<file path="config.mk">
export PLATFORM = sky130hd
export DESIGN_NAME = rau_div
export DESIGN_NICKNAME = d
export VERILOG_FILES = /design/src/rtl/rau_div.sv
export SDC_FILE = /design/constraint.sdc
export NUM_CORES = 1
export LEC_CHECK = 0
export BUFFER_PORTS_ARGS = -buffer_cell sky130_fd_sc_hd__buf_2
export CAP_MARGIN = 20
export CORE_ASPECT_RATIO = 1.5
export CORE_MARGIN = 10
export CORE_UTILIZATION = 59
export CTS_BUF_LIST = sky130_fd_sc_hd__clkbuf_4
export CTS_CLUSTER_SIZE = 24
export DETAILED_ROUTE_END_ITERATION = 12
export GPL_ROUTABILITY_DRIVEN = 0
export MAX_ROUTING_LAYER = met4
export PLACE_DENSITY = 0.83
export REMOVE_ABC_BUFFERS = 1
export SYNTH_ARGS = -nofsm -noshare
export SYNTH_HDL_FRONTEND = slang
export SYNTH_SLANG_ARGS = --single-unit
</file>
<file path="constraint.sdc">
create_clock -name i_clk -period 4.3 [get_ports i_clk]
set_input_delay 0 -clock i_clk [delete_from_list [all_inputs] [get_ports i_clk]]
set_output_delay 0 -clock i_clk [all_outputs]
set_load 0.05 [all_outputs]
</file>
<file path="src/rtl/rau_div.sv">
`timescale 1ns / 1ps

// Restoring divider, one quotient bit per cycle.
module rau_div #(
    parameter int WIDTH = 64
) (
    input  logic             i_clk,
    input  logic             i_rst_n,
    input  logic             i_start,
    input  logic [WIDTH-1:0] i_dividend,
    input  logic [WIDTH-1:0] i_divisor,
    output logic             o_done,
    output logic [WIDTH-1:0] o_quot
);

    localparam int CW = $clog2(WIDTH + 1);

    logic [WIDTH:0]   r_rem;
    logic [WIDTH-1:0] r_quot;
    logic [WIDTH-1:0] r_dvs;
    logic [CW-1:0]    r_cnt;
    logic             r_busy;
    logic             r_done;
    logic [WIDTH:0]   rem_sh;
    logic [WIDTH:0]   diff;

    // Shift in the next dividend bit and try the subtraction.
    assign rem_sh = {r_rem[WIDTH-1:0], r_quot[WIDTH-1]};
    assign diff   = rem_sh - {1'b0, r_dvs};

    always_ff @(posedge i_clk) begin
        if (!i_rst_n) begin
            r_busy <= 1'b0;
            r_done <= 1'b0;
            r_cnt  <= '0;
        end else begin
            r_done <= 1'b0;
            if (i_start) begin
                r_busy <= 1'b1;
                r_cnt  <= '0;
            end else if (r_busy) begin
                if (r_cnt == CW'(WIDTH - 1)) begin
                    r_busy <= 1'b0;
                    r_done <= 1'b1;
                end
                r_cnt <= r_cnt + 1'b1;
            end
        end
    end

    // Dividend bits leave the top of r_quot as quotient bits enter at the bottom.
    always_ff @(posedge i_clk) begin
        if (i_start) begin
            r_rem  <= '0;
            r_quot <= i_dividend;
            r_dvs  <= i_divisor;
        end else if (r_busy) begin
            if (!diff[WIDTH]) begin
                r_rem  <= diff;
                r_quot <= {r_quot[WIDTH-2:0], 1'b1};
            end else begin
                r_rem  <= rem_sh;
                r_quot <= {r_quot[WIDTH-2:0], 1'b0};
            end
        end
    end

    assign o_done = r_done;
    assign o_quot = r_quot;

endmodule

</file>
After elaboration in Yosys (flattened, before gate mapping)
Index checks and enable logic that the tools add are counted.
{ "word_totals": {"register_bits": 201, "latch_bits": 0, "mem_bits_rw": 0, "romBits": 0, "input_bits": 131, "output_inout_bits": 65, "word_cells": 22, "memories": 0} }
{ "op_classes": {"addsub": 2, "mul": 0, "div_mod_pow": 0, "n_lt_le_gt_ge": 0, "n_eq_ne": 1, "shift": 0, "n_mux": 8, "bitwise": 2, "reduce_logical": 3} }
{ "ops": {"columns": ["op", "n"], "rows": [
  ["two-way mux 64 bit", 3],
  ["subtractor 65 x 64 -> 65 bit", 1],
  ["adder 7 x 1 -> 7 bit (second input constant)", 1],
  ["== test 7 x 6 -> 1 bit (second input constant)", 1],
  ["two-way mux 1 bit", 5],
  ["OR reduction 3 bit", 1],
  ["inverter 1 bit", 2],
  ["nonzero test 2 bit", 1],
  ["OR reduction 2 bit", 1]
]} }

Logic depth before layout (Yosys ltp)
Gate-level depths: netlist (run 1).
{ "logic_depth": {"ltp_word": 4, "mapped_depth": 15, "mapped_depth_nobuf": 13} }

Worst setup path before layout (run 1)
No wires, ideal clock.
{ "synth_path": {"path_kind": "register to register", "start": "register r_quot[63] (netlist: o_quot[63])", "end": "register r_rem[61]", "setup_ns": 0.144, "arrival_time_ns": 3.377, "required_time_ns": 4.156, "path_slack_ns": 0.779, "path_stages_with_launch": 14, "n_path_buf": 0, "synth_period_minus_slack_ns": 3.521, "cell_sequence": "edfxtp_1 -> inv_1 -> ha_1 -> fa_1 -> nand2b_1 -> a21oi_1 -> o211ai_1 -> a21o_1 -> a21oi_4 -> a41oi_4 -> xor2_2 -> or4_1 -> mux2i_1 -> a2111oi_2"} }
{ "synth_via": {"elab_chain_len": 2} }
{ "synth_lines": {"columns": ["element", "line", "text"], "rows": [
  ["start: declaration", "19", "logic [WIDTH-1:0] r_quot;"],
  ["start signal: assignment", "55", "r_quot <= i_dividend;"],
  ["start signal: assignment", "60", "r_quot <= {r_quot[WIDTH-2:0], 1'b1};"],
  ["start signal: assignment", "63", "r_quot <= {r_quot[WIDTH-2:0], 1'b0};"],
  ["subtractor 65 x 64 -> 65 bit", "29", "assign diff = rem_sh - {1'b0, r_dvs};"],
  ["two-way mux 64 bit", "58", "if (!diff[WIDTH]) begin"],
  ["end signal: assignment", "59", "r_rem <= diff;"],
  ["end signal: assignment", "62", "r_rem <= rem_sh;"],
  ["end: declaration", "18", "logic [WIDTH:0] r_rem;"]
]} }
Every way passes these cells.
A chain may end at the register's enable or synchronous reset.

Worst setup path after layout (run 1)
{ "layout_path": {"start": "register r_quot[63] (netlist: o_quot[63])", "end": "register r_rem[60]"} }
The elaborated chain is that of the path after synthesis.

==> report_table.html, run 1 <==
<table>
<tr><th>Metric</th><th>Value</th></tr>
<tr><th colspan="2">Run</th></tr>
<tr><td># Max-Cap Violations</td><td>0</td></tr>
<tr><th colspan="2">Logic synthesis</th></tr>
<tr><td>Syn Std Cell Area</td><td>12370 µm²</td></tr>
<tr><td>Mean instance size in the synthesized netlist</td><td>9.870 µm²</td></tr>
<tr><td>Post-synthesis instance total</td><td>1253</td></tr>
<tr><td>Post-Synth Adder-Cell Area</td><td>6.738%</td></tr>
<tr><td>Primary FF master, synth</td><td>sky130_fd_sc_hd__edfxtp_1</td></tr>
<tr><td>Synth Area in XOR/XNOR</td><td>3.875%</td></tr>
<tr><td>Dominant cell type by area after synthesis</td><td>sky130_fd_sc_hd__edfxtp_1</td></tr>
<tr><td>Number of enable flip-flop cells after synthesis</td><td>128</td></tr>
<tr><td>Cell variety after synth</td><td>89</td></tr>
<tr><td>Fraction of synthesized area in multiplexers</td><td>7.608%</td></tr>
<tr><td>Dominant combinational cell family by area after synthesis</td><td>compound AO/OA/AOI/OAI gates</td></tr>
<tr><td>Async set or reset register ratio after synthesis</td><td>0%</td></tr>
<tr><td>Compound-gate portion of the synthesized area</td><td>20.27%</td></tr>
<tr><td>Post-synthesis register bit count</td><td>201</td></tr>
<tr><td>Top cells by area in the synthesized netlist</td><td>sky130_fd_sc_hd__edfxtp_1, sky130_fd_sc_hd__dfxtp_1, sky130_fd_sc_hd__ha_1, sky130_fd_sc_hd__mux2_2, sky130_fd_sc_hd__nand2_1</td></tr>
<tr><td>Top cells by instance count after synthesis</td><td>sky130_fd_sc_hd__nand2_1, sky130_fd_sc_hd__edfxtp_1, sky130_fd_sc_hd__nor2_1</td></tr>
<tr><td>Post-synthesis sequential area ratio</td><td>42.90%</td></tr>
<tr><td>Share of the synthesized area in the top cell type</td><td>31.08%</td></tr>
<tr><td>Simple-Gate Fraction of Synth Area</td><td>13.40%</td></tr>
<tr><td>Number of warnings printed during yosys synthesis</td><td>0</td></tr>
<tr><td>Most repeated cell in the gate-level netlist after synthesis</td><td>sky130_fd_sc_hd__nand2_1</td></tr>
<tr><th colspan="2">Clock tree</th></tr>
<tr><td>Insertion delay to the later sink of the worst-skew pair</td><td>0.69 ns</td></tr>
<tr><td>CTS root buffer</td><td>sky130_fd_sc_hd__clkbuf_4</td></tr>
<tr><td>Number of levels the H-tree was split into</td><td>2</td></tr>
<tr><td>Clock Pin Slew Worst Setup and Hold Paths</td><td>0.09 ns</td></tr>
<tr><td>Clock tree from TritonCTS</td><td>built</td></tr>
<tr><td>Total clock buffers created by CTS</td><td>49</td></tr>
<tr><td>CTS Sinks</td><td>201</td></tr>
<tr><td>Bufs on Longest Clock Path</td><td>3</td></tr>
<tr><th colspan="2">Route</th></tr>
<tr><td>Number of vias in the routed layout</td><td>11662</td></tr>
<tr><td>Post-detailed-route wirelength per cell</td><td>21.35 µm</td></tr>
<tr><td>Total iterations of the first detailed-routing run</td><td>6</td></tr>
<tr><td>DRC violations left</td><td>0</td></tr>
<tr><td>Vias per cell</td><td>6.154</td></tr>
<tr><td>Number of nets with antenna violations after detailed routing</td><td>0</td></tr>
<tr><td>DRC violation total after the first TritonRoute iteration</td><td>1124</td></tr>
<tr><td>Total wirelength of the detailed-routed design</td><td>40.45 mm</td></tr>
<tr><th colspan="2">Floorplan</th></tr>
<tr><td>Initial core utilization</td><td>60.33%</td></tr>
<tr><td>Boundary pin count</td><td>196</td></tr>
<tr><td>Chip width</td><td>138.2 µm</td></tr>
<tr><td>Area of the placeable core</td><td>20500 µm²</td></tr>
<tr><td>Area of the die</td><td>27270 µm²</td></tr>
<tr><td>Number of rows created at floorplan</td><td>64</td></tr>
<tr><td>Die height</td><td>197.3 µm</td></tr>
<tr><th colspan="2">Critical path</th></tr>
<tr><td>Max FO, Critical Path</td><td>16</td></tr>
<tr><td>Worst setup path start</td><td>o_quot[63]</td></tr>
<tr><td>Required time worst endpoint</td><td>4.87 ns</td></tr>
<tr><td>Crit path largest cell delay</td><td>0.47 ns</td></tr>
<tr><td>Critical Path Source Type</td><td>flop</td></tr>
<tr><td>Worst Path Buf+Inv</td><td>2</td></tr>
<tr><td>Top Family by Delay on Critical Path</td><td>compound AO/OA/AOI/OAI gates</td></tr>
<tr><td>Critical setup path kind</td><td>flop to flop</td></tr>
<tr><td>Critical Path, Cell by Cell</td><td>inv_1 &gt; ha_1 &gt; fa_1 &gt; nand2b_1 &gt; a21oi_1 &gt; o211ai_1 &gt; a21o_1 &gt; a21oi_4 &gt; a41oi_4 &gt; xnor2_4 &gt; buf_4 &gt; o21ai_1 &gt; a2111oi_2</td></tr>
<tr><td>Crit path capture type</td><td>flop</td></tr>
<tr><td>Crit path max-delay cell type</td><td>sky130_fd_sc_hd__xnor2_4</td></tr>
<tr><td>CP Data Arrival Time</td><td>4.48 ns</td></tr>
<tr><td>Start of the worst register-to-register path</td><td>o_quot[63]</td></tr>
<tr><th colspan="2">Global routing</th></tr>
<tr><td>Antenna violations before repair</td><td>4</td></tr>
<tr><td>Total gr overflow</td><td>0</td></tr>
<tr><td>First-pass GRT wire length</td><td>62.58 mm</td></tr>
<tr><td>Pin count of the biggest net entering global routing</td><td>85</td></tr>
<tr><td>GRT Total Usage</td><td>28.75%</td></tr>
<tr><td>Vias in the first global route</td><td>12050</td></tr>
<tr><th colspan="2">Finish</th></tr>
<tr><td>Fill cell total of the finished layout</td><td>1386</td></tr>
<tr><td>Fraction of layout cells with a size suffix above 1</td><td>25.02%</td></tr>
<tr><td>Number of nets in the layout</td><td>1783</td></tr>
<tr><td>Area growth from synthesis to layout</td><td>25.92%</td></tr>
<tr><th colspan="2">STA</th></tr>
<tr><td>Pins Over Slew Limit</td><td>0</td></tr>
<tr><td>Setup repair after global routing missed its margin</td><td>no</td></tr>
<tr><td>Clk_skew</td><td>0.06630 ns</td></tr>
<tr><td>Highest clock frequency the design can meet</td><td>255.5 MHz</td></tr>
<tr><td>Time the final worst path needs with I/O delays and setup</td><td>3.913 ns</td></tr>
<tr><td>Setup ws final</td><td>0.3866 ns</td></tr>
<tr><td>Transition time of the tightest slew-check pin</td><td>1.044 ns</td></tr>
<tr><td>Worst slew margin relative to its limit</td><td>30.39%</td></tr>
<tr><td>Post-route clock period utilization</td><td>91.01%</td></tr>
<tr><td>Number of failing setup endpoints in the final timing report</td><td>0</td></tr>
<tr><td>Final hold violation count</td><td>0</td></tr>
<tr><th colspan="2">Placed design</th></tr>
<tr><td>Detailed-placement wirelength estimate</td><td>25.02 mm</td></tr>
<tr><td>Number of port buffers</td><td>195</td></tr>
<tr><td>Placement-stage worst setup slack</td><td>0.4693 ns</td></tr>
<tr><th colspan="2">Power</th></tr>
<tr><td>Peak supply drop</td><td>402.8 µV</td></tr>
<tr><td>Leak</td><td>6.538 nW</td></tr>
<tr><td>Pwr per Cell Area</td><td>393.9 nW/µm²</td></tr>
<tr><td>Total Power Consumption</td><td>0.006133 W</td></tr>
<tr><th colspan="2">Hold path</th></tr>
<tr><td>Min-delay worst type</td><td>input pin to flop</td></tr>
<tr><td>Min-delay src</td><td>i_divisor[5]</td></tr>
<tr><th colspan="2">Run status</th></tr>
<tr><td>Status</td><td>finished, final reports clean</td></tr>
</table>
-- report_power, final --
part	switching [W]	internal, W
combinational	0.00126	0.000730
sequential	0.000136	0.00225
clock	0.000896	0.000859
-- per-stage QoR --
| stage | instances | instance area [µm²] | hold slack [ns] | utilization (%) | TNS [ns] |
|---|---|---|---|---|---|
| after global placement | 1657 | 13470 | 0.1760 | 65.71 | 0 |
| after floorplan | 1189 | 12050 | 0.06465 | - | -59.10 |
| after detailed placement | 1657 | 13470 | 0.1781 | 65.71 | 0 |
| after global routing | 1895 | 15570 | 0.01537 | 75.96 | 0 |
| after CTS | 1888 | 15530 | 0.0007571 | 75.74 | 0 |
| final | 1895 | 15570 | 0.03453 | 75.96 | 0 |
-- what timing repair did --
| action | 4_1_cts | 5_1_grt |
|---|---|---|
| buffers inserted | 0 | 0 |
| hold buffers | 139 | 2 |
| setup endpoints to repair | 0 | 1 |
| gates resized for setup | 0 | 0 |
| hold endpoints to repair | 172 | 2 |
-- sequential cells by signal, summed over array words and instances (netlist names) --
register  count
r_cnt         7
o_done        1
r_dvs        64
r_busy        1
o_quot       64
r_rem        64
-- path summary, 6_finish.rpt --
kind                to  slack [ns]  cells past startpoint
max          r_rem[60]        0.39                     13
max reg2reg  r_rem[60]        0.39                     13
min           r_dvs[5]        0.03                      2
min reg2reg  r_rem[58]        0.48                      2
-- layout by cell type, fill, tap and decap left out, types with 5 or more instances in the layout --
| cell type | netlist | layout |
|---|---|---|
| sky130_fd_sc_hd__buf_2 | 21 | 194 |
| sky130_fd_sc_hd__dlygate4sd3_1 | 0 | 141 |
| sky130_fd_sc_hd__nand2_1 | 131 | 131 |
| sky130_fd_sc_hd__edfxtp_1 | 128 | 128 |
| sky130_fd_sc_hd__nor2_1 | 115 | 115 |
| sky130_fd_sc_hd__a21oi_1 | 97 | 97 |
| sky130_fd_sc_hd__inv_1 | 88 | 87 |
| sky130_fd_sc_hd__dfxtp_1 | 73 | 72 |
| sky130_fd_sc_hd__clkbuf_4 | 0 | 67 |
| sky130_fd_sc_hd__ha_1 | 65 | 65 |
| sky130_fd_sc_hd__mux2_2 | 63 | 63 |
| sky130_fd_sc_hd__o21ai_0 | 46 | 46 |
| sky130_fd_sc_hd__xnor2_1 | 35 | 35 |
| sky130_fd_sc_hd__a21o_1 | 27 | 27 |
| sky130_fd_sc_hd__nand4_1 | 22 | 22 |
| sky130_fd_sc_hd__mux2i_1 | 22 | 22 |
| sky130_fd_sc_hd__a211oi_1 | 20 | 20 |
| sky130_fd_sc_hd__nand3_1 | 19 | 19 |
| sky130_fd_sc_hd__a311oi_2 | 18 | 18 |
| sky130_fd_sc_hd__xor2_1 | 16 | 16 |
| sky130_fd_sc_hd__o21bai_1 | 15 | 15 |
| sky130_fd_sc_hd__clkinv_1 | 0 | 15 |
| sky130_fd_sc_hd__o21ai_1 | 13 | 13 |
| sky130_fd_sc_hd__a311oi_1 | 11 | 11 |
| sky130_fd_sc_hd__nand2b_1 | 10 | 10 |
| sky130_fd_sc_hd__o21a_1 | 10 | 10 |
| sky130_fd_sc_hd__nor3_1 | 9 | 9 |
| sky130_fd_sc_hd__o211ai_1 | 8 | 8 |
| sky130_fd_sc_hd__a31oi_1 | 8 | 8 |
| sky130_fd_sc_hd__nor2b_1 | 8 | 8 |
| sky130_fd_sc_hd__buf_4 | 3 | 8 |
| sky130_fd_sc_hd__or3_1 | 7 | 7 |
| sky130_fd_sc_hd__and3_1 | 6 | 6 |
| sky130_fd_sc_hd__o31ai_1 | 5 | 5 |
| sky130_fd_sc_hd__a22oi_1 | 5 | 5 |
| sky130_fd_sc_hd__clkinv_2 | 0 | 5 |
-- area by class of cell --
cell class | instances | area [µm²] | share of cell area (%)
clock buffer | 67 | 503.0 | 3.230
tap | 264 | 330.3 | 2.121
sequential | 201 | 5309 | 34.09
inverter | 88 | 330.3 | 2.121
clock inverter | 25 | 161.4 | 1.036
multi-input combinational | 901 | 6455 | 41.45
antenna | 4 | 10.01 | 0.06428
timing repair buffer | 345 | 2474 | 15.88
-- cells by family after synthesis --
| family | Yosys count |
|---|---|
| AND/OR/NAND/NOR | 357 |
| XOR/XNOR | 53 |
| multiplexers | 86 |
| flip-flops | 201 |
| buffers and inverters | 152 |
| AO/OA/AOI/OAI | 338 |
| adder cells (fa/ha/maj) | 66 |
-- routing by layer --
metal / vias up / wire (µm) / track usage (%)
met5: - / 0 / -
met3: 214 / 2594 / 5.727
met2: 629 / 21000 / 51.61
li1: 5295 / - / -
met4: 0 / 2746 / 18.36
met1: 5524 / 14110 / 27.72
Power figures use the tool's default switching activity.
==> run 2, diff against run 1 <==
--- a/config.mk
+++ b/config.mk
@@ -9,13 +9,12 @@
 export CAP_MARGIN = 20
 export CORE_ASPECT_RATIO = 1.5
 export CORE_MARGIN = 10
-export CORE_UTILIZATION = 59
-export CTS_BUF_LIST = sky130_fd_sc_hd__clkbuf_4
+export CORE_UTILIZATION = 58
 export CTS_CLUSTER_SIZE = 24
 export DETAILED_ROUTE_END_ITERATION = 12
 export GPL_ROUTABILITY_DRIVEN = 0
 export MAX_ROUTING_LAYER = met4
-export PLACE_DENSITY = 0.83
+export PLACE_DENSITY = 0.81
 export REMOVE_ABC_BUFFERS = 1
 export SYNTH_ARGS = -nofsm -noshare
 export SYNTH_HDL_FRONTEND = slang
==> report_table.html, run 2 (synthesis gave the netlist of run 1 again) <==
<table>
<tr><th>Metric</th><th>Value</th></tr>
<tr><th colspan="2">STA</th></tr>
<tr><td>Post-route worst hold slack</td><td>0.1716 ns</td></tr>
<tr><td>Number of failing setup endpoints in the final timing report</td><td>0</td></tr>
<tr><td>Final hold violation count</td><td>0</td></tr>
<tr><td>Post-route clock period utilization</td><td>88.99%</td></tr>
<tr><td>Worst slew margin relative to its limit</td><td>35.25%</td></tr>
<tr><td>Pins Over Slew Limit</td><td>0</td></tr>
<tr><td>Setup repair after global routing missed its margin</td><td>no</td></tr>
<tr><td>Clk_skew</td><td>0.01999 ns</td></tr>
<tr><td>Transition time of the tightest slew-check pin</td><td>0.9677 ns</td></tr>
<tr><td>Time the final worst path needs with I/O delays and setup</td><td>3.827 ns</td></tr>
<tr><td>Highest clock frequency the design can meet</td><td>261.3 MHz</td></tr>
<tr><th colspan="2">Power</th></tr>
<tr><td>Pwr per Cell Area</td><td>401.5 nW/µm²</td></tr>
<tr><td>Peak supply drop</td><td>380.7 µV</td></tr>
<tr><td>Total Power Consumption</td><td>0.006221 W</td></tr>
<tr><td>Leak</td><td>6.452 nW</td></tr>
<tr><th colspan="2">Finish</th></tr>
<tr><td>Fraction of layout cells with a size suffix above 1</td><td>23.08%</td></tr>
<tr><td>Fill cell total of the finished layout</td><td>1428</td></tr>
<tr><td>Leading cell type in the layout, fill and taps excluded</td><td>sky130_fd_sc_hd__buf_2</td></tr>
<tr><td>Number of nets in the layout</td><td>1745</td></tr>
<tr><td>Most frequent cells in the layout</td><td>sky130_fd_sc_hd__buf_2, sky130_fd_sc_hd__nand2_1, sky130_fd_sc_hd__dlygate4sd3_1</td></tr>
<tr><td>Area growth from synthesis to layout</td><td>25.28%</td></tr>
<tr><td>Final core area utilization</td><td>73.84%</td></tr>
<tr><th colspan="2">Global routing</th></tr>
<tr><td>First-pass GRT wire length</td><td>60.47 mm</td></tr>
<tr><td>Antenna violations before repair</td><td>1</td></tr>
<tr><td>GRT Total Usage</td><td>27.59%</td></tr>
<tr><td>Pin count of the biggest net entering global routing</td><td>84</td></tr>
<tr><td>Vias in the first global route</td><td>11525</td></tr>
<tr><td>Total gr overflow</td><td>0</td></tr>
<tr><th colspan="2">Route</th></tr>
<tr><td>Number of nets with antenna violations after detailed routing</td><td>0</td></tr>
<tr><td>Total iterations of the first detailed-routing run</td><td>6</td></tr>
<tr><td>Vias per cell</td><td>6.068</td></tr>
<tr><td>Total wirelength of the detailed-routed design</td><td>38.36 mm</td></tr>
<tr><td>Number of vias in the routed layout</td><td>11122</td></tr>
<tr><td>DRC violation total after the first TritonRoute iteration</td><td>795</td></tr>
<tr><td>DRC violations left</td><td>0</td></tr>
<tr><td>Post-detailed-route wirelength per cell</td><td>20.93 µm</td></tr>
<tr><th colspan="2">Clock tree</th></tr>
<tr><td>CTS Sinks</td><td>201</td></tr>
<tr><td>Insertion delay to the later sink of the worst-skew pair</td><td>0.54 ns</td></tr>
<tr><td>Clock tree from TritonCTS</td><td>built</td></tr>
<tr><td>Total clock buffers created by CTS</td><td>22</td></tr>
<tr><td>CTS root buffer</td><td>sky130_fd_sc_hd__clkbuf_16</td></tr>
<tr><td>Number of levels the H-tree was split into</td><td>1</td></tr>
<tr><td># resized after CTS</td><td>0</td></tr>
<tr><td>Bufs on Longest Clock Path</td><td>3</td></tr>
<tr><td>Clock Pin Slew Worst Setup and Hold Paths</td><td>0.07 ns</td></tr>
<tr><th colspan="2">Critical path</th></tr>
<tr><td>Critical Path Source Type</td><td>flop</td></tr>
<tr><td>CP Data Arrival Time</td><td>4.27 ns</td></tr>
<tr><td>Crit path capture type</td><td>flop</td></tr>
<tr><td>Max FO, Critical Path</td><td>35</td></tr>
<tr><td>Required time worst endpoint</td><td>4.75 ns</td></tr>
<tr><td>Critical setup path kind</td><td>flop to flop</td></tr>
<tr><th colspan="2">Placed design</th></tr>
<tr><td>Detailed-placement wirelength estimate</td><td>24.70 mm</td></tr>
<tr><td>Number of port buffers</td><td>195</td></tr>
<tr><th colspan="2">Run status</th></tr>
<tr><td>Status</td><td>finished, final reports clean</td></tr>
<tr><th colspan="2">Floorplan</th></tr>
<tr><td>Area of the die</td><td>27680 µm²</td></tr>
<tr><td>Area of the placeable core</td><td>20980 µm²</td></tr>
<tr><td>Initial core utilization</td><td>58.94%</td></tr>
<tr><td>Die height</td><td>198.8 µm</td></tr>
<tr><td>Chip width</td><td>139.2 µm</td></tr>
<tr><td>Boundary pin count</td><td>196</td></tr>
<tr><td>Number of rows created at floorplan</td><td>65</td></tr>
<tr><th colspan="2">Run</th></tr>
<tr><td># Max-Cap Violations</td><td>0</td></tr>
<tr><th colspan="2">Hold path</th></tr>
<tr><td>Min-delay worst type</td><td>input pin to flop</td></tr>
</table>
-- run 2: cell count changes in the layout (fill, tap and decap cells not counted), sizes merged --
cell / before / now
bufinv: 2 / 0
clkbuf: 67 / 33
xor2: 18 / 17
clkinvlp: 1 / 0
diode: 4 / 1
clkinv: 20 / 7
buf: 204 / 205
dlygate4sd3: 141 / 130
inv: 90 / 88
-- run 2: final timing paths --
check	depth (start not counted)	end	from	slack, ns
hold reg to reg	2	r_rem[59]	r_rem[59]	0.49
setup reg to reg	14	r_rem[0]	o_quot[63]	0.47
hold / removal	2	r_dvs[39]	i_divisor[39]	0.17
setup / recovery	14	r_rem[0]	o_quot[63]	0.47
-- run 2: stage by stage --
step / instances / TNS [ns] / instance area [µm²] / setup slack, ns
detailed placement: 1662 / 0 / 13480 / 0.6927
CTS: 1832 / 0 / 15490 / 0.6684
global placement: 1662 / 0 / 13480 / 0.7533
finish: 1833 / 0 / 15490 / 0.4732
floorplan: 1189 / -59.10 / 12050 / -0.8957
global route: 1833 / 0 / 15490 / 0.2379
-- run 2: worst max-delay path, stage by stage, from the launching register on --
cell,delay [ns]
sky130_fd_sc_hd__edfxtp_1,0.42
sky130_fd_sc_hd__inv_1,0.08
sky130_fd_sc_hd__ha_1,0.22
sky130_fd_sc_hd__fa_1,0.38
sky130_fd_sc_hd__nand2b_1,0.19
sky130_fd_sc_hd__a21oi_1,0.28
sky130_fd_sc_hd__o211ai_1,0.27
sky130_fd_sc_hd__a21o_1,0.26
sky130_fd_sc_hd__a21oi_4,0.20
sky130_fd_sc_hd__a41oi_4,0.22
sky130_fd_sc_hd__xor2_4,0.45
sky130_fd_sc_hd__buf_12,0.27
sky130_fd_sc_hd__mux2i_1,0.22
sky130_fd_sc_hd__nor2_1,0.05
sky130_fd_sc_hd__a211oi_1,0.17
-- run 2: area by class of cell --
| class | count | area [µm²] | share of cell area, % |
|---|---|---|---|
| multi-input combinational | 900 | 6439 | 41.56 |
| sequential | 201 | 5309 | 34.26 |
| timing repair buffer | 335 | 2371 | 15.30 |
| clock buffer | 33 | 644.4 | 4.159 |
| tap | 268 | 335.3 | 2.164 |
| inverter | 88 | 330.3 | 2.132 |
| clock inverter | 7 | 62.56 | 0.4038 |
| antenna | 1 | 2.502 | 0.01615 |
-- run 2: routing by layer --
metal  track usage (%)  part of all wire [%]  up-vias
met3             4.940                   6.1      170
met2             50.84                    53      508
met5                 -                     0        -
li1                  -                     -     5175
met1             26.90                    35     5269
met4             14.76                   6.3        0
-- run 2: report_power, final --
| part | switching [W] | internal (W) | total (W) |
|---|---|---|---|
| Clock | 0.000842 | 0.00105 | 0.00189 |
| Combinational | 0.00122 | 0.000718 | 0.00194 |
| Sequential | 0.000132 | 0.00225 | 0.00239 |
| Total | 0.00220 | 0.00402 | 0.00622 |
-- run 2: what timing repair did --
action                                 CTS  global route
hold buffers                           130             0
setup buffers                            0             0
endpoints found under the hold margin  178             0
==> run 3, diff against run 2 <==
--- a/config.mk
+++ b/config.mk
@@ -7,14 +7,17 @@
 export LEC_CHECK = 0
 export BUFFER_PORTS_ARGS = -buffer_cell sky130_fd_sc_hd__buf_2
 export CAP_MARGIN = 20
+export CELL_PAD_IN_SITES_DETAIL_PLACEMENT = 2
+export CELL_PAD_IN_SITES_GLOBAL_PLACEMENT = 2
 export CORE_ASPECT_RATIO = 1.5
 export CORE_MARGIN = 10
-export CORE_UTILIZATION = 58
+export CORE_UTILIZATION = 36
 export CTS_CLUSTER_SIZE = 24
 export DETAILED_ROUTE_END_ITERATION = 12
 export GPL_ROUTABILITY_DRIVEN = 0
 export MAX_ROUTING_LAYER = met4
-export PLACE_DENSITY = 0.81
+export PLACE_DENSITY_LB_ADDON = 0.1
+export RECOVER_POWER = 100
 export REMOVE_ABC_BUFFERS = 1
 export SYNTH_ARGS = -nofsm -noshare
 export SYNTH_HDL_FRONTEND = slang
==> report_table.html, run 3 (synthesis gave the netlist of run 1 again) <==
<table>
<tr><th>Metric</th><th>Value</th></tr>
<tr><th colspan="2">Critical path</th></tr>
<tr><td>Crit path capture type</td><td>flop</td></tr>
<tr><td>Critical Path Source Type</td><td>flop</td></tr>
<tr><td>Critical setup path kind</td><td>flop to flop</td></tr>
<tr><td>Max FO, Critical Path</td><td>21</td></tr>
<tr><td>CP Data Arrival Time</td><td>4.46 ns</td></tr>
<tr><td>Required time worst endpoint</td><td>4.71 ns</td></tr>
<tr><td>Worst-case reg-to-reg path depth</td><td>13</td></tr>
<tr><th colspan="2">Clock tree</th></tr>
<tr><td>Total clock buffers created by CTS</td><td>24</td></tr>
<tr><td>CTS root buffer</td><td>sky130_fd_sc_hd__clkbuf_16</td></tr>
<tr><td>Insertion delay to the later sink of the worst-skew pair</td><td>0.56 ns</td></tr>
<tr><td>Clock tree from TritonCTS</td><td>built</td></tr>
<tr><td>Clock Pin Slew Worst Setup and Hold Paths</td><td>0.06 ns</td></tr>
<tr><td>Quantity of hold-fixing buffers added after cts</td><td>129</td></tr>
<tr><td>Number of levels the H-tree was split into</td><td>1</td></tr>
<tr><td># resized after CTS</td><td>0</td></tr>
<tr><td>CTS Sinks</td><td>201</td></tr>
<tr><td>Bufs on Longest Clock Path</td><td>3</td></tr>
<tr><td>Setup fix buffers added after clock tree synthesis</td><td>0</td></tr>
<tr><th colspan="2">Floorplan</th></tr>
<tr><td>Area of the die</td><td>42320 µm²</td></tr>
<tr><td>Number of rows created at floorplan</td><td>83</td></tr>
<tr><td>Die height</td><td>247 µm</td></tr>
<tr><td>Area of the placeable core</td><td>34060 µm²</td></tr>
<tr><td>Initial core utilization</td><td>36.31%</td></tr>
<tr><td>Chip width</td><td>171.3 µm</td></tr>
<tr><td>Boundary pin count</td><td>196</td></tr>
<tr><th colspan="2">Power</th></tr>
<tr><td>Leak</td><td>6.293 nW</td></tr>
<tr><td>Pwr per Cell Area</td><td>415.1 nW/µm²</td></tr>
<tr><td>Peak supply drop</td><td>349.1 µV</td></tr>
<tr><th colspan="2">Route</th></tr>
<tr><td>Post-detailed-route wirelength per cell</td><td>23.45 µm</td></tr>
<tr><td>DRC violation total after the first TritonRoute iteration</td><td>313</td></tr>
<tr><td>Total wirelength of the detailed-routed design</td><td>46.86 mm</td></tr>
<tr><td>Number of vias in the routed layout</td><td>10881</td></tr>
<tr><td>DRC violations left</td><td>0</td></tr>
<tr><td>Vias per cell</td><td>5.446</td></tr>
<tr><td>Total iterations of the first detailed-routing run</td><td>4</td></tr>
<tr><td>Number of nets with antenna violations after detailed routing</td><td>0</td></tr>
<tr><th colspan="2">STA</th></tr>
<tr><td>Transition time of the tightest slew-check pin</td><td>1.843 ns</td></tr>
<tr><td>Time the final worst path needs with I/O delays and setup</td><td>4.050 ns</td></tr>
<tr><td>Highest clock frequency the design can meet</td><td>246.9 MHz</td></tr>
<tr><td>Setup repair after global routing missed its margin</td><td>no</td></tr>
<tr><td>Clk_skew</td><td>0.02400 ns</td></tr>
<tr><td>Post-route clock period utilization</td><td>94.19%</td></tr>
<tr><td>Number of failing setup endpoints in the final timing report</td><td>0</td></tr>
<tr><td>Setup ws final</td><td>0.2499 ns</td></tr>
<tr><td>Worst slew margin relative to its limit</td><td>-23.03%</td></tr>
<tr><td>Post-route worst hold slack</td><td>0.07226 ns</td></tr>
<tr><td>Final hold violation count</td><td>0</td></tr>
<tr><td>Pins Over Slew Limit</td><td>110</td></tr>
<tr><th colspan="2">Global routing</th></tr>
<tr><td>Pin count of the biggest net entering global routing</td><td>79</td></tr>
<tr><td>Antenna violations before repair</td><td>3</td></tr>
<tr><td>GRT Total Usage</td><td>22.84%</td></tr>
<tr><td>Vias in the first global route</td><td>12432</td></tr>
<tr><td>Total gr overflow</td><td>0</td></tr>
<tr><td>First-pass GRT wire length</td><td>73.35 mm</td></tr>
<tr><th colspan="2">Hold path</th></tr>
<tr><td>Worst hold path cell count</td><td>1</td></tr>
<tr><td>Min-delay worst type</td><td>input pin to flop</td></tr>
<tr><th colspan="2">Finish</th></tr>
<tr><td>Fraction of layout cells with a size suffix above 1</td><td>18.28%</td></tr>
<tr><td>Final core area utilization</td><td>45.95%</td></tr>
<tr><td>Leading cell type in the layout, fill and taps excluded</td><td>sky130_fd_sc_hd__nand2_1</td></tr>
<tr><td>Fill cell total of the finished layout</td><td>3643</td></tr>
<tr><td>Number of nets in the layout</td><td>1749</td></tr>
<tr><td>Area growth from synthesis to layout</td><td>26.56%</td></tr>
<tr><td>Most frequent cells in the layout</td><td>sky130_fd_sc_hd__nand2_1, sky130_fd_sc_hd__dlygate4sd3_1, sky130_fd_sc_hd__edfxtp_1</td></tr>
<tr><th colspan="2">Run status</th></tr>
<tr><td>Violations in the final reports</td><td>max-capacitance violations, max-slew violations</td></tr>
<tr><td>Status</td><td>finished with violations</td></tr>
<tr><th colspan="2">Placed design</th></tr>
<tr><td>Placement-stage worst setup slack</td><td>0.3753 ns</td></tr>
<tr><td>Detailed-placement wirelength estimate</td><td>31.10 mm</td></tr>
<tr><td>Number of port buffers</td><td>195</td></tr>
<tr><th colspan="2">Run</th></tr>
<tr><td># Max-Cap Violations</td><td>2</td></tr>
</table>
-- run 3: cell types whose count changed in the layout (fill, tap and decap cells not counted), moves of 3 or more --
cell,delta
sky130_fd_sc_hd__mux2_1,+4
sky130_fd_sc_hd__a311oi_2,-7
sky130_fd_sc_hd__clkinvlp_4,+3
sky130_fd_sc_hd__buf_2,-69
sky130_fd_sc_hd__clkbuf_8,+7
sky130_fd_sc_hd__clkinv_2,-3
sky130_fd_sc_hd__clkbuf_2,+3
sky130_fd_sc_hd__clkbuf_1,+67
sky130_fd_sc_hd__mux2_2,-4
sky130_fd_sc_hd__a311oi_1,+7
-- run 3: metal layers --
layer | part of all wire (%) | wire (µm) | track usage [%]
met5 | 0 | 0 | -
met4 | 3.3 | 1532 | 7.797
met3 | 4.2 | 1980 | 4.294
met2 | 55 | 25910 | 42.67
met1 | 37 | 17430 | 23.18
-- run 3: stage by stage --
stage | instances | power (W) | area [µm²] | setup TNS [ns]
2_1_floorplan | 1189 | 0.003704 | 12050 | -59.10
3_3_place_gp | 1822 | 0.004278 | 13700 | 0
3_5_place_dp | 1822 | 0.004322 | 13700 | 0
4_1_cts | 1995 | 0.006525 | 15790 | 0
5_1_grt | 1998 | 0.006839 | 15650 | 0
6_report | 1998 | 0.006497 | 15650 | 0
-- run 3: final timing paths --
path	slack [ns]	end	start
setup / recovery	0.25	r_rem[31]	o_quot[63]
hold / removal	0.07	r_dvs[38]	i_start
setup reg to reg	0.25	r_rem[31]	o_quot[63]
hold reg to reg	0.49	r_rem[1]	r_rem[1]
-- run 3: report_power, final --
part	internal, W	total [W]	switching, W	leakage (nW)
combinational	0.000701	0.00199	0.00129	4.04
sequential	0.00226	0.00240	0.000139	1.87
clock	0.00121	0.00211	0.000898	0.380
-- run 3: area by class of cell --
class	instances	area, µm²	area share, %
Antenna cell	3	7.507	0.04797
Timing Repair Buffer	337	2292	14.65
Tap cell	425	531.8	3.398
Sequential cell	201	5309	33.92
Clock inverter	7	77.57	0.4956
Multi-Input combinational cell	900	6384	40.79
Clock buffer	37	719.4	4.597
Inverter	88	330.3	2.110
-- run 3: critical path, stage by stage (launching register included) --
cell and delay, ns:
sky130_fd_sc_hd__edfxtp_1 0.38, sky130_fd_sc_hd__inv_1 0.07, sky130_fd_sc_hd__ha_1 0.24, sky130_fd_sc_hd__fa_1 0.43
sky130_fd_sc_hd__nand2b_1 0.21, sky130_fd_sc_hd__a21oi_1 0.34, sky130_fd_sc_hd__o211ai_1 0.23, sky130_fd_sc_hd__a21o_1 0.25
sky130_fd_sc_hd__a21oi_4 0.23, sky130_fd_sc_hd__a41oi_4 0.23, sky130_fd_sc_hd__xor2_4 0.48, sky130_fd_sc_hd__buf_4 0.38
sky130_fd_sc_hd__a21oi_1 0.12, sky130_fd_sc_hd__a211oi_1 0.30
